## config.mk

```make
export PLATFORM = sky130hd
export DESIGN_NAME = decimal_digit_substitution
export DESIGN_NICKNAME = d
export VERILOG_FILES = /design/src/rtl/dds_pkg.sv /design/src/rtl/dds_cell.sv /design/src/rtl/dds_accum.sv /design/src/rtl/decimal_digit_substitution.sv
export SDC_FILE = /design/constraint.sdc
export NUM_CORES = 1
export LEC_CHECK = 0
export ABC_AREA = 0
export BUFFER_PORTS_ARGS = -buffer_cell sky130_fd_sc_hd__buf_2
export CORE_MARGIN = 8
export CORE_UTILIZATION = 62
export CTS_CLUSTER_SIZE = 24
export DETAILED_ROUTE_END_ITERATION = 16
export PLACE_DENSITY_LB_ADDON = 0.05
export SYNTH_ARGS = -nofsm -noshare
export SYNTH_HDL_FRONTEND = slang
export SYNTH_SLANG_ARGS = --single-unit
```

## constraint.sdc

```tcl
create_clock -name clk -period 7.9 [get_ports clk]
set_input_delay 1.185 -clock clk [delete_from_list [all_inputs] [get_ports clk]]
set_output_delay 1.185 -clock clk [all_outputs]
set_load 0.01 [all_outputs]
```

## src/rtl/dds_pkg.sv

```systemverilog
`timescale 1ns / 1ps
// ----------------------------------------------------------------------------
// dds_pkg: shared definitions for the decimal digit substitution block
// Widths, register indexes, opcodes, state type, cell control bundle and the
// digit table lookup.
// ----------------------------------------------------------------------------
package dds_pkg;

    localparam int DEFAULT_VALUE_WIDTH = 64;
    localparam int DATA_W              = 64;
    localparam int DIGIT_W             = 4;
    localparam int TABLE_W             = 40;
    localparam int CFG_INDEX_W         = 1;

    localparam logic [CFG_INDEX_W-1:0] REG_ENCODE_TABLE = 1'b0;
    localparam logic [CFG_INDEX_W-1:0] REG_DECODE_TABLE = 1'b1;

    localparam logic OP_ENCODE = 1'b0;
    localparam logic OP_DECODE = 1'b1;

    localparam logic [TABLE_W-1:0] TABLE_RESET = 40'h98_7654_3210;

    typedef enum logic [1:0] {
        ST_IDLE,
        ST_CONV,
        ST_COMB,
        ST_FIN
    } state_t;

    typedef struct packed {
        logic clear;
        logic shift_bit;
        logic shift_digit;
    } cell_ctrl_t;

    // decimal digits needed to hold any unsigned number of the given width
    function automatic int digit_count(input int width);
        return ((width * 1233) >> 12) + 1;
    endfunction

    function automatic logic [DIGIT_W-1:0] table_digit(
        input logic [TABLE_W-1:0] tbl,
        input logic [DIGIT_W-1:0] d
    );
        logic [DIGIT_W-1:0] nib;
        unique case (d)
            4'd0:    nib = tbl[3:0];
            4'd1:    nib = tbl[7:4];
            4'd2:    nib = tbl[11:8];
            4'd3:    nib = tbl[15:12];
            4'd4:    nib = tbl[19:16];
            4'd5:    nib = tbl[23:20];
            4'd6:    nib = tbl[27:24];
            4'd7:    nib = tbl[31:28];
            4'd8:    nib = tbl[35:32];
            4'd9:    nib = tbl[39:36];
            default: nib = '0;
        endcase
        return nib;
    endfunction

endpackage

```

## src/rtl/dds_cell.sv

```systemverilog
`timescale 1ns / 1ps
// ----------------------------------------------------------------------------
// dds_cell: one decimal digit of the conversion chain
// Shift-and-add-3 step for binary to BCD, or plain digit shift toward the
// most significant end during recombination.
// ----------------------------------------------------------------------------
module dds_cell (
    input  logic                           clk,
    input  logic                           rst_n,
    input  dds_pkg::cell_ctrl_t            ctrl,
    input  logic                           bit_in,
    output logic                           bit_out,
    input  logic [dds_pkg::DIGIT_W-1:0]    digit_in,
    output logic [dds_pkg::DIGIT_W-1:0]    digit
);

    logic [dds_pkg::DIGIT_W-1:0] digit_reg;
    logic [dds_pkg::DIGIT_W-1:0] digit_next;
    logic [dds_pkg::DIGIT_W-1:0] adj;

    always_comb
    begin
        adj = (digit_reg >= 4'd5) ? digit_reg + 4'd3 : digit_reg;
    end

    always_comb
    begin
        if (ctrl.clear)
        begin
            digit_next = '0;
        end
        else if (ctrl.shift_bit)
        begin
            digit_next = {adj[dds_pkg::DIGIT_W-2:0], bit_in};
        end
        else if (ctrl.shift_digit)
        begin
            digit_next = digit_in;
        end
        else
        begin
            digit_next = digit_reg;
        end
    end

    always_ff @(posedge clk or negedge rst_n)
    begin
        if (!rst_n)
        begin
            digit_reg <= '0;
        end
        else
        begin
            digit_reg <= digit_next;
        end
    end

    assign bit_out = adj[dds_pkg::DIGIT_W-1];
    assign digit   = digit_reg;

endmodule

```

## src/rtl/dds_accum.sv

```systemverilog
`timescale 1ns / 1ps
// ----------------------------------------------------------------------------
// dds_accum: digit recombination
// Takes digits most significant first, keeps the leading nonzero digit,
// substitutes the rest and folds them in as acc * 10 + digit.
// ----------------------------------------------------------------------------
module dds_accum #(
    parameter int VALUE_WIDTH = dds_pkg::DEFAULT_VALUE_WIDTH
) (
    input  logic                           clk,
    input  logic                           rst_n,
    input  logic                           clear,
    input  logic                           step,
    input  logic [dds_pkg::DIGIT_W-1:0]    digit_in,
    input  logic [dds_pkg::TABLE_W-1:0]    tbl,
    output logic [VALUE_WIDTH-1:0]         acc
);

    logic                         seen_reg;
    logic                         seen_next;
    logic [VALUE_WIDTH-1:0]       acc_reg;
    logic [VALUE_WIDTH-1:0]       acc_next;
    logic [VALUE_WIDTH-1:0]       acc_x10;
    logic [dds_pkg::DIGIT_W-1:0]  sub_digit;

    always_comb
    begin
        acc_x10   = (acc_reg << 3) + (acc_reg << 1);
        sub_digit = dds_pkg::table_digit(tbl, digit_in);
        seen_next = seen_reg;
        acc_next  = acc_reg;
        if (clear)
        begin
            seen_next = 1'b0;
            acc_next  = '0;
        end
        else if (step)
        begin
            if (seen_reg)
            begin
                acc_next = acc_x10 + VALUE_WIDTH'(sub_digit);
            end
            else if (digit_in != '0)
            begin
                seen_next = 1'b1;
                acc_next  = VALUE_WIDTH'(digit_in);
            end
        end
    end

    always_ff @(posedge clk or negedge rst_n)
    begin
        if (!rst_n)
        begin
            seen_reg <= 1'b0;
            acc_reg  <= '0;
        end
        else
        begin
            seen_reg <= seen_next;
            acc_reg  <= acc_next;
        end
    end

    assign acc = acc_reg;

endmodule

```

## src/rtl/decimal_digit_substitution.sv

```systemverilog
`timescale 1ns / 1ps
// ----------------------------------------------------------------------------
// decimal_digit_substitution: table driven rewrite of decimal digits
// An item transfers on start while busy is low. done is high for one cycle,
// registered from the ST_FIN state that follows the two passes below, and
// result holds until the next done. The magnitude runs one bit per cycle
// through a chain of BCD digit cells, then the digits leave the chain one per
// cycle into a shift-add accumulator; these two passes set the latency. A new
// start is taken in the same cycle that done pulses. The receiver cannot
// stall: result must be taken in the done cycle. Table writes are meant for
// idle periods.
// ----------------------------------------------------------------------------
module decimal_digit_substitution #(
    parameter int VALUE_WIDTH = dds_pkg::DEFAULT_VALUE_WIDTH
) (
    input  logic                               clk,
    input  logic                               rst_n,
    input  logic                               wr_en,
    input  logic [dds_pkg::CFG_INDEX_W-1:0]    wr_index,
    input  logic [dds_pkg::TABLE_W-1:0]        wr_data,
    input  logic                               start,
    output logic                               busy,
    input  logic                               op,
    input  logic signed [dds_pkg::DATA_W-1:0]  value,
    output logic                               done,
    output logic signed [dds_pkg::DATA_W-1:0]  result
);

    localparam int NUM_DIGITS = dds_pkg::digit_count(VALUE_WIDTH);
    localparam int CNT_W      = $clog2(VALUE_WIDTH);

    dds_pkg::state_t             state_reg;
    dds_pkg::state_t             state_next;
    logic [CNT_W-1:0]            count_reg;
    logic [CNT_W-1:0]            count_next;
    logic [dds_pkg::TABLE_W-1:0] enc_table_reg;
    logic [dds_pkg::TABLE_W-1:0] dec_table_reg;
    logic                        op_reg;
    logic                        neg_reg;
    logic [VALUE_WIDTH-1:0]      mag_reg;
    logic [VALUE_WIDTH-1:0]      mag_next;
    logic                        done_reg;
    logic                        done_next;
    logic signed [dds_pkg::DATA_W-1:0] result_reg;

    logic                        accept;
    logic [VALUE_WIDTH-1:0]      value_low;
    logic signed [VALUE_WIDTH-1:0] final_val;
    dds_pkg::cell_ctrl_t         cell_ctrl;
    logic                        acc_clear;
    logic                        acc_step;
    logic [VALUE_WIDTH-1:0]      acc;
    logic [dds_pkg::TABLE_W-1:0] tbl_sel;

    logic [dds_pkg::DIGIT_W-1:0] digits [NUM_DIGITS];
    logic                        carry  [NUM_DIGITS];

    assign accept    = start && (state_reg == dds_pkg::ST_IDLE);
    assign value_low = value[VALUE_WIDTH-1:0];
    assign tbl_sel   = (op_reg == dds_pkg::OP_DECODE) ? dec_table_reg : enc_table_reg;

    always_comb
    begin
        mag_next = mag_reg;
        if (accept)
        begin
            mag_next = value_low[VALUE_WIDTH-1] ? (~value_low + 1'b1) : value_low;
        end
        else if (state_reg == dds_pkg::ST_CONV)
        begin
            mag_next = mag_reg << 1;
        end
    end

    always_comb
    begin
        state_next = state_reg;
        unique case (state_reg)
            dds_pkg::ST_IDLE:
            begin
                if (start)
                begin
                    state_next = dds_pkg::ST_CONV;
                end
            end
            dds_pkg::ST_CONV:
            begin
                if (count_reg == '0)
                begin
                    state_next = dds_pkg::ST_COMB;
                end
            end
            dds_pkg::ST_COMB:
            begin
                if (count_reg == '0)
                begin
                    state_next = dds_pkg::ST_FIN;
                end
            end
            dds_pkg::ST_FIN:
            begin
                state_next = dds_pkg::ST_IDLE;
            end
            default:
            begin
                state_next = dds_pkg::ST_IDLE;
            end
        endcase
    end

    always_comb
    begin
        cell_ctrl  = '0;
        acc_clear  = 1'b0;
        acc_step   = 1'b0;
        done_next  = 1'b0;
        count_next = count_reg;
        unique case (state_reg)
            dds_pkg::ST_IDLE:
            begin
                if (start)
                begin
                    cell_ctrl.clear = 1'b1;
                    acc_clear       = 1'b1;
                    count_next      = CNT_W'(VALUE_WIDTH - 1);
                end
            end
            dds_pkg::ST_CONV:
            begin
                cell_ctrl.shift_bit = 1'b1;
                count_next = (count_reg == '0) ? CNT_W'(NUM_DIGITS - 1) : count_reg - 1'b1;
            end
            dds_pkg::ST_COMB:
            begin
                cell_ctrl.shift_digit = 1'b1;
                acc_step              = 1'b1;
                count_next            = count_reg - 1'b1;
            end
            dds_pkg::ST_FIN:
            begin
                done_next = 1'b1;
            end
            default:
            begin
                done_next = 1'b0;
            end
        endcase
    end

    assign final_val = neg_reg ? signed'(~acc + 1'b1) : signed'(acc);

    always_ff @(posedge clk or negedge rst_n)
    begin
        if (!rst_n)
        begin
            state_reg     <= dds_pkg::ST_IDLE;
            count_reg     <= '0;
            done_reg      <= 1'b0;
            enc_table_reg <= dds_pkg::TABLE_RESET;
            dec_table_reg <= dds_pkg::TABLE_RESET;
        end
        else
        begin
            state_reg <= state_next;
            count_reg <= count_next;
            done_reg  <= done_next;
            if (wr_en)
            begin
                unique case (wr_index)
                    dds_pkg::REG_ENCODE_TABLE: enc_table_reg <= wr_data;
                    dds_pkg::REG_DECODE_TABLE: dec_table_reg <= wr_data;
                    default:                   enc_table_reg <= enc_table_reg;
                endcase
            end
        end
    end

    always_ff @(posedge clk)
    begin
        mag_reg <= mag_next;
        if (accept)
        begin
            op_reg  <= op;
            neg_reg <= value_low[VALUE_WIDTH-1];
        end
        if (state_reg == dds_pkg::ST_FIN)
        begin
            result_reg <= dds_pkg::DATA_W'(final_val);
        end
    end

    genvar k;
    generate
        for (k = 0; k < NUM_DIGITS; k++)
        begin : g_cell
            logic                        cell_bit_in;
            logic [dds_pkg::DIGIT_W-1:0] cell_digit_in;
            if (k == 0)
            begin : g_first
                assign cell_bit_in   = mag_reg[VALUE_WIDTH-1];
                assign cell_digit_in = '0;
            end
            else
            begin : g_rest
                assign cell_bit_in   = carry[k-1];
                assign cell_digit_in = digits[k-1];
            end
            dds_cell u_cell (
                .clk      (clk),
                .rst_n    (rst_n),
                .ctrl     (cell_ctrl),
                .bit_in   (cell_bit_in),
                .bit_out  (carry[k]),
                .digit_in (cell_digit_in),
                .digit    (digits[k])
            );
        end
    endgenerate

    dds_accum #(
        .VALUE_WIDTH (VALUE_WIDTH)
    ) u_accum (
        .clk      (clk),
        .rst_n    (rst_n),
        .clear    (acc_clear),
        .step     (acc_step),
        .digit_in (digits[NUM_DIGITS-1]),
        .tbl      (tbl_sel),
        .acc      (acc)
    );

    assign busy   = (state_reg != dds_pkg::ST_IDLE);
    assign done   = done_reg;
    assign result = result_reg;

endmodule
```

# Word level (Yosys, flattened, before mapping)
# Cells that the tools add are included.
# op_classes
add_sub_neg	25
order_cmp	20
n_eq_ne	15
muxes	106
bitwise	3
n_reduce_logical	16
# op_table
op	n
64-bit 2-to-1 mux	8
4-bit 2-to-1 mux	79
64-bit by 1-bit adder with 64-bit output, second input constant	2
64-bit inverter	2
4-bit by 3-bit greater-or-equal comparator with 1-bit output, second input constant	20
4-bit by 2-bit adder with 4-bit output, second input constant	19
64-bit by 4-bit adder with 64-bit output	1
64-bit adder	1
40-bit 2-to-1 mux	1
4-bit case mux with 10 select lines	1
6-bit case mux with 3 select lines	1
4-bit by 3-bit == test with 1-bit output, second input constant	4
6-bit 2-to-1 mux	2
1-bit 2-to-1 mux	9
3-bit nonzero test	3
4-bit by 2-bit == test with 1-bit output, second input constant	2
4-bit == test, second input constant	2
2-bit case mux with 4 select lines	1
2-bit AND reduction	4
6-bit logical NOT	1
2-bit 2-to-1 mux	3
2-bit nonzero test	3
6-bit by 1-bit subtractor with 6-bit output, second input constant	1
2-bit == test, second input constant	2
12 further kinds	13
# word_totals
regBits	364
inputBits	110
elab_cells	216

# Depth between registers and ports, before layout
# logic_depth
ltp_word	6
mapped_depth	21
ltp_nobuf	20

# Modules after synthesis
# A second synthesis with hierarchy kept.
# hier_totals
hier_cells	2648
hier_area_um2	25677.1
# by_module_without_submodules
module	n_inst	cells_per_inst	area_per_inst_um2	seq_area_each_um2
decimal_digit_substitution	1	965	11402.2	6168.4
dds_accum	1	903	7393.3	1626.6
dds_cell	20	39	344.1	100.1

# Worst setup path before layout
# OpenSTA, ideal clock, no wires.
# synth_path
path_kind	register to register
startpoint	register op_reg
endpoint	register u_accum.acc_reg[40], in the netlist u_accum.acc[40]
setup_time_ns	0.121
t_arrival_ns	5.420
required_ns	7.779
path_slack_ns	2.359
path_stages_with_launch	19
cell_sequence	edfxtp_1 -> buf_1 -> buf_1 -> buf_1 -> mux2i_1 -> o22ai_1 -> nor4_1 -> fa_1 -> fa_1 -> nand2b_1 -> a2111oi_0 -> a211oi_1 -> o31a_1 -> or3b_2 -> a21oi_1 -> or2_2 -> a21boi_0 -> xnor2_1 -> a22o_1
# synth_between
elab_chain_cells	6
# synth_lines
element	line_no	rtl
from (decl)	decimal_digit_substitution.sv:38	logic op_reg;
from (signal assigned)	decimal_digit_substitution.sv:183	op_reg <= op;
40-bit 2-to-1 mux	decimal_digit_substitution.sv:60	assign tbl_sel = (op_reg == dds_pkg::OP_DECODE) ? dec_table_reg : enc_table_reg;
4-bit case mux with 10 select lines	dds_pkg.sv:46	unique case (d)
64-bit by 4-bit adder with 64-bit output	dds_accum.sv:41	acc_next = acc_x10 + VALUE_WIDTH'(sub_digit);
64-bit 2-to-1 mux	dds_accum.sv:39	if (seen_reg)
64-bit 2-to-1 mux	dds_accum.sv:37	else if (step)
64-bit 2-to-1 mux	dds_accum.sv:32	if (clear)
to (signal assigned)	dds_accum.sv:61	acc_reg <= acc_next;
to (decl)	dds_accum.sv:21	logic [VALUE_WIDTH-1:0] acc_reg;
# No other way between the ends. The select of a mux whose other input is x is not followed.
# A chain may end at the register's enable or synchronous reset.

# Worst setup path after layout
# layout_path
startpoint	register op_reg
endpoint	register u_accum.acc_reg[62], in the netlist u_accum.acc[62]
# The elaborated chain is that of the path after synthesis.

==> metrics.cfg <==
[final_layout]
mostFrequentLayoutCells = 247 x nand2_1, 246 x o21ai_0, 204 x dfrtp_1
final_core_util = 0.701
register_area_um2 = 9800
drive_above_1_share = 0.157
largest_reg_flops = 80
antenna_cells = 0
mostFrequentLayoutCell = nand2_1
area_delta_synth_final_pct = 11.3
nets = 2839
num-fill-cells = 2962
multi_input_area_um2 = 13200
layout.cells.non_filler = 3094

[timing]
worstMarginPinSlew_ps = 1200
finalCriticalPeriod_ps = 6230
finalSetupTns_ps = 0
setup_viol = 0
slew-limit-headroom = 0.195
fmax_mhz = 160
slew_violations = 0
period_share = 0.789
fin_skew_ps = 18.5
finalHoldViolCount = 0
rsz0062_at_grt = false

[synth]
synth_edf_count = 130
syn_area_per_cell_um2 = 9.69
ys_warn_count = 0
synth_compound_area_frac = 0.196
yosys.area_share.simple = 0.131
synth_fa_ha_area_frac = 0.0945
seq_area_frac_synth = 0.413
synth_xor_area_frac = 0.0746
synth_flop_cell = dfrtp_1
syn_area_um2 = 23700
syn_nets = 2737
ys_seq_elements = 364
syn_inst = 2449
muxShareOfSynthArea = 0.0576
synth_top_family_by_area = compound AO/OA/AOI/OAI gates
synth_cell_types = 72
async_reset_ff_frac = 0.643

[power_and_ir_drop]
power_mw = 9.24
worst_ir_drop_vdd_v = 0.000239
p_leak_nw = 11.5
p_per_area_nw_per_um2 = 350

[critical_path]
required_ps = 8320
worstPathArrival_ps = 6650
r2r_slack_ps = 1670
critical_path.endpoint_type = register
startpoint = op_reg
start_kind = register
path_class = reg2reg
reg2reg_to = u_accum.acc[62]
rr_worst_depth = 16
timing.rr.start = op_reg
crit_fanout = 22
crit_end = u_accum.acc[62]

[route]
wl_per_cell_um = 18.8
routed_wl_mm = 58.3
antenna_left = 0
drc = 0
drt_pass1_iterations = 5
drt_iter0_drc = 1412
vias = 19000
drt-vias-per-instance = 6.15

[clock_network]
cts_root_buffer = clkbuf_16
clk_latency_ps = 570
htree_num_levels = 2
post_cts_buffers = 0
clk_path_buf_depth = 3
postCtsHoldBufs = 0
cts_tree = done
numCtsBuffers = 41
clk_pin_slew_ps = 70
post_cts_resized = 0
clkSinkCount = 364

[global_route]
antenna_found_initial = 2
grt_max_degree = 128
grt_overflow = 0
grt_pass1_vias = 19100
gr-usage-all-layers = 0.261
grt_pass1_wl_mm = 97.2

[die]
die-area_um2 = 44800
start_util = 0.630
fp.coreArea_um2 = 37700
fp.dieH_um = 212
ios = 176
fp-row-count = 71
die_w_um = 212

[placed_design]
gp_congestion = 0.930
io_buffer_count = 175
placed_cells = 3019
detailed_place_hpwl_mm = 40.7

[status]
status = completed

[min_path]
worstHoldPathType = reg2reg
hold_path_depth = 1

[flow_run]
cap_violations = 0

-- where the power goes --
group	internal [mW]	leakage (nW)	switching (mW)
registers	2.82	4.17	0.451
logic	1.49	6.56	2.40
clock network	1.28	0.723	0.805
-- metrics by stage --
stage / setup WS, ps / area, um^2 / hold slack, ps
6_report: 1670 / 26400 / 506
4_1_cts: 1670 / 26400 / 507
5_1_grt: 1350 / 26400 / 528
2_1_floorplan: 2360 / 23700 / 464
3_5_place_dp: 1690 / 24900 / 489
3_3_place_gp: 1960 / 24900 / 484
-- layer usage --
metal	GRT usage	vias to the layer above	wire length [um]
met4	0.0834	2	1590
met2	0.433	521	27700
li1	-	9208	-
met3	0.0349	113	3070
met5	0	-	13
met1	0.352	9198	26000
-- worst min path at each step --
stage	from	end	slack [ps]
2_1_floorplan	count_reg[5]	count_reg[5]	460
3_3_place_gp	count_reg[5]	count_reg[5]	480
3_5_place_dp	count_reg[5]	count_reg[5]	490
4_1_cts	dec_table_reg[24]	dec_table_reg[24]	510
5_1_grt	dec_table_reg[0]	dec_table_reg[0]	530
6_report	enc_table_reg[2]	enc_table_reg[2]	510
-- cells by family (layout without fill, tap and decap cells) --
kind of cell / Yosys count / after routing
AOI/OAI and AO/OA: 736 / 736
xor gates and xnor gates: 202 / 202
adders and majority gates: 178 / 178
buffers and inverters: 203 / 337
DFF: 364 / 364
muxes: 124 / 124
and+or+nand+nor: 642 / 642
-- final cells by class --
cell class                 instances  area share
clock buffer                      50      0.0429
clock inverter                    25      0.0132
inverter                          74      0.0105
multi-input combinational       1882       0.501
sequential                       364       0.371
tap                              511      0.0242
timing repair buffer             188      0.0373
-- worst max-delay path, cell delays in order, from the launching register on --
cell	delay, ps
edfxtp_1	960
buf_4	490
mux2i_1	290
o22ai_1	100
nor4_1	600
fa_1	580
fa_1	450
nand2b_1	190
a2111oi_0	570
a211oi_1	200
o21ai_0	410
a2111oi_0	310
o21a_1	290
o21ai_0	270
a31oi_1	150
xnor2_1	140
o21ai_0	80
-- cells in the mapped netlist, types with 39 or more instances --
library cell / number / area (um^2)
nor2_1: 127 / 477
mux2i_1: 42 / 420
ha_1: 176 / 2200
o31ai_1: 40 / 300
a21oi_1: 141 / 706
a211oi_1: 118 / 886
edfxtp_1: 130 / 3900
mux2_2: 80 / 901
xnor2_1: 111 / 972
o21ai_0: 246 / 1230
inv_1: 73 / 274
clkbuf_1: 108 / 405
dfrtp_1: 204 / 5100
nand2_1: 248 / 931
xor2_1: 91 / 797
nor2b_1: 39 / 244
Power figures use the tool's default switching activity.
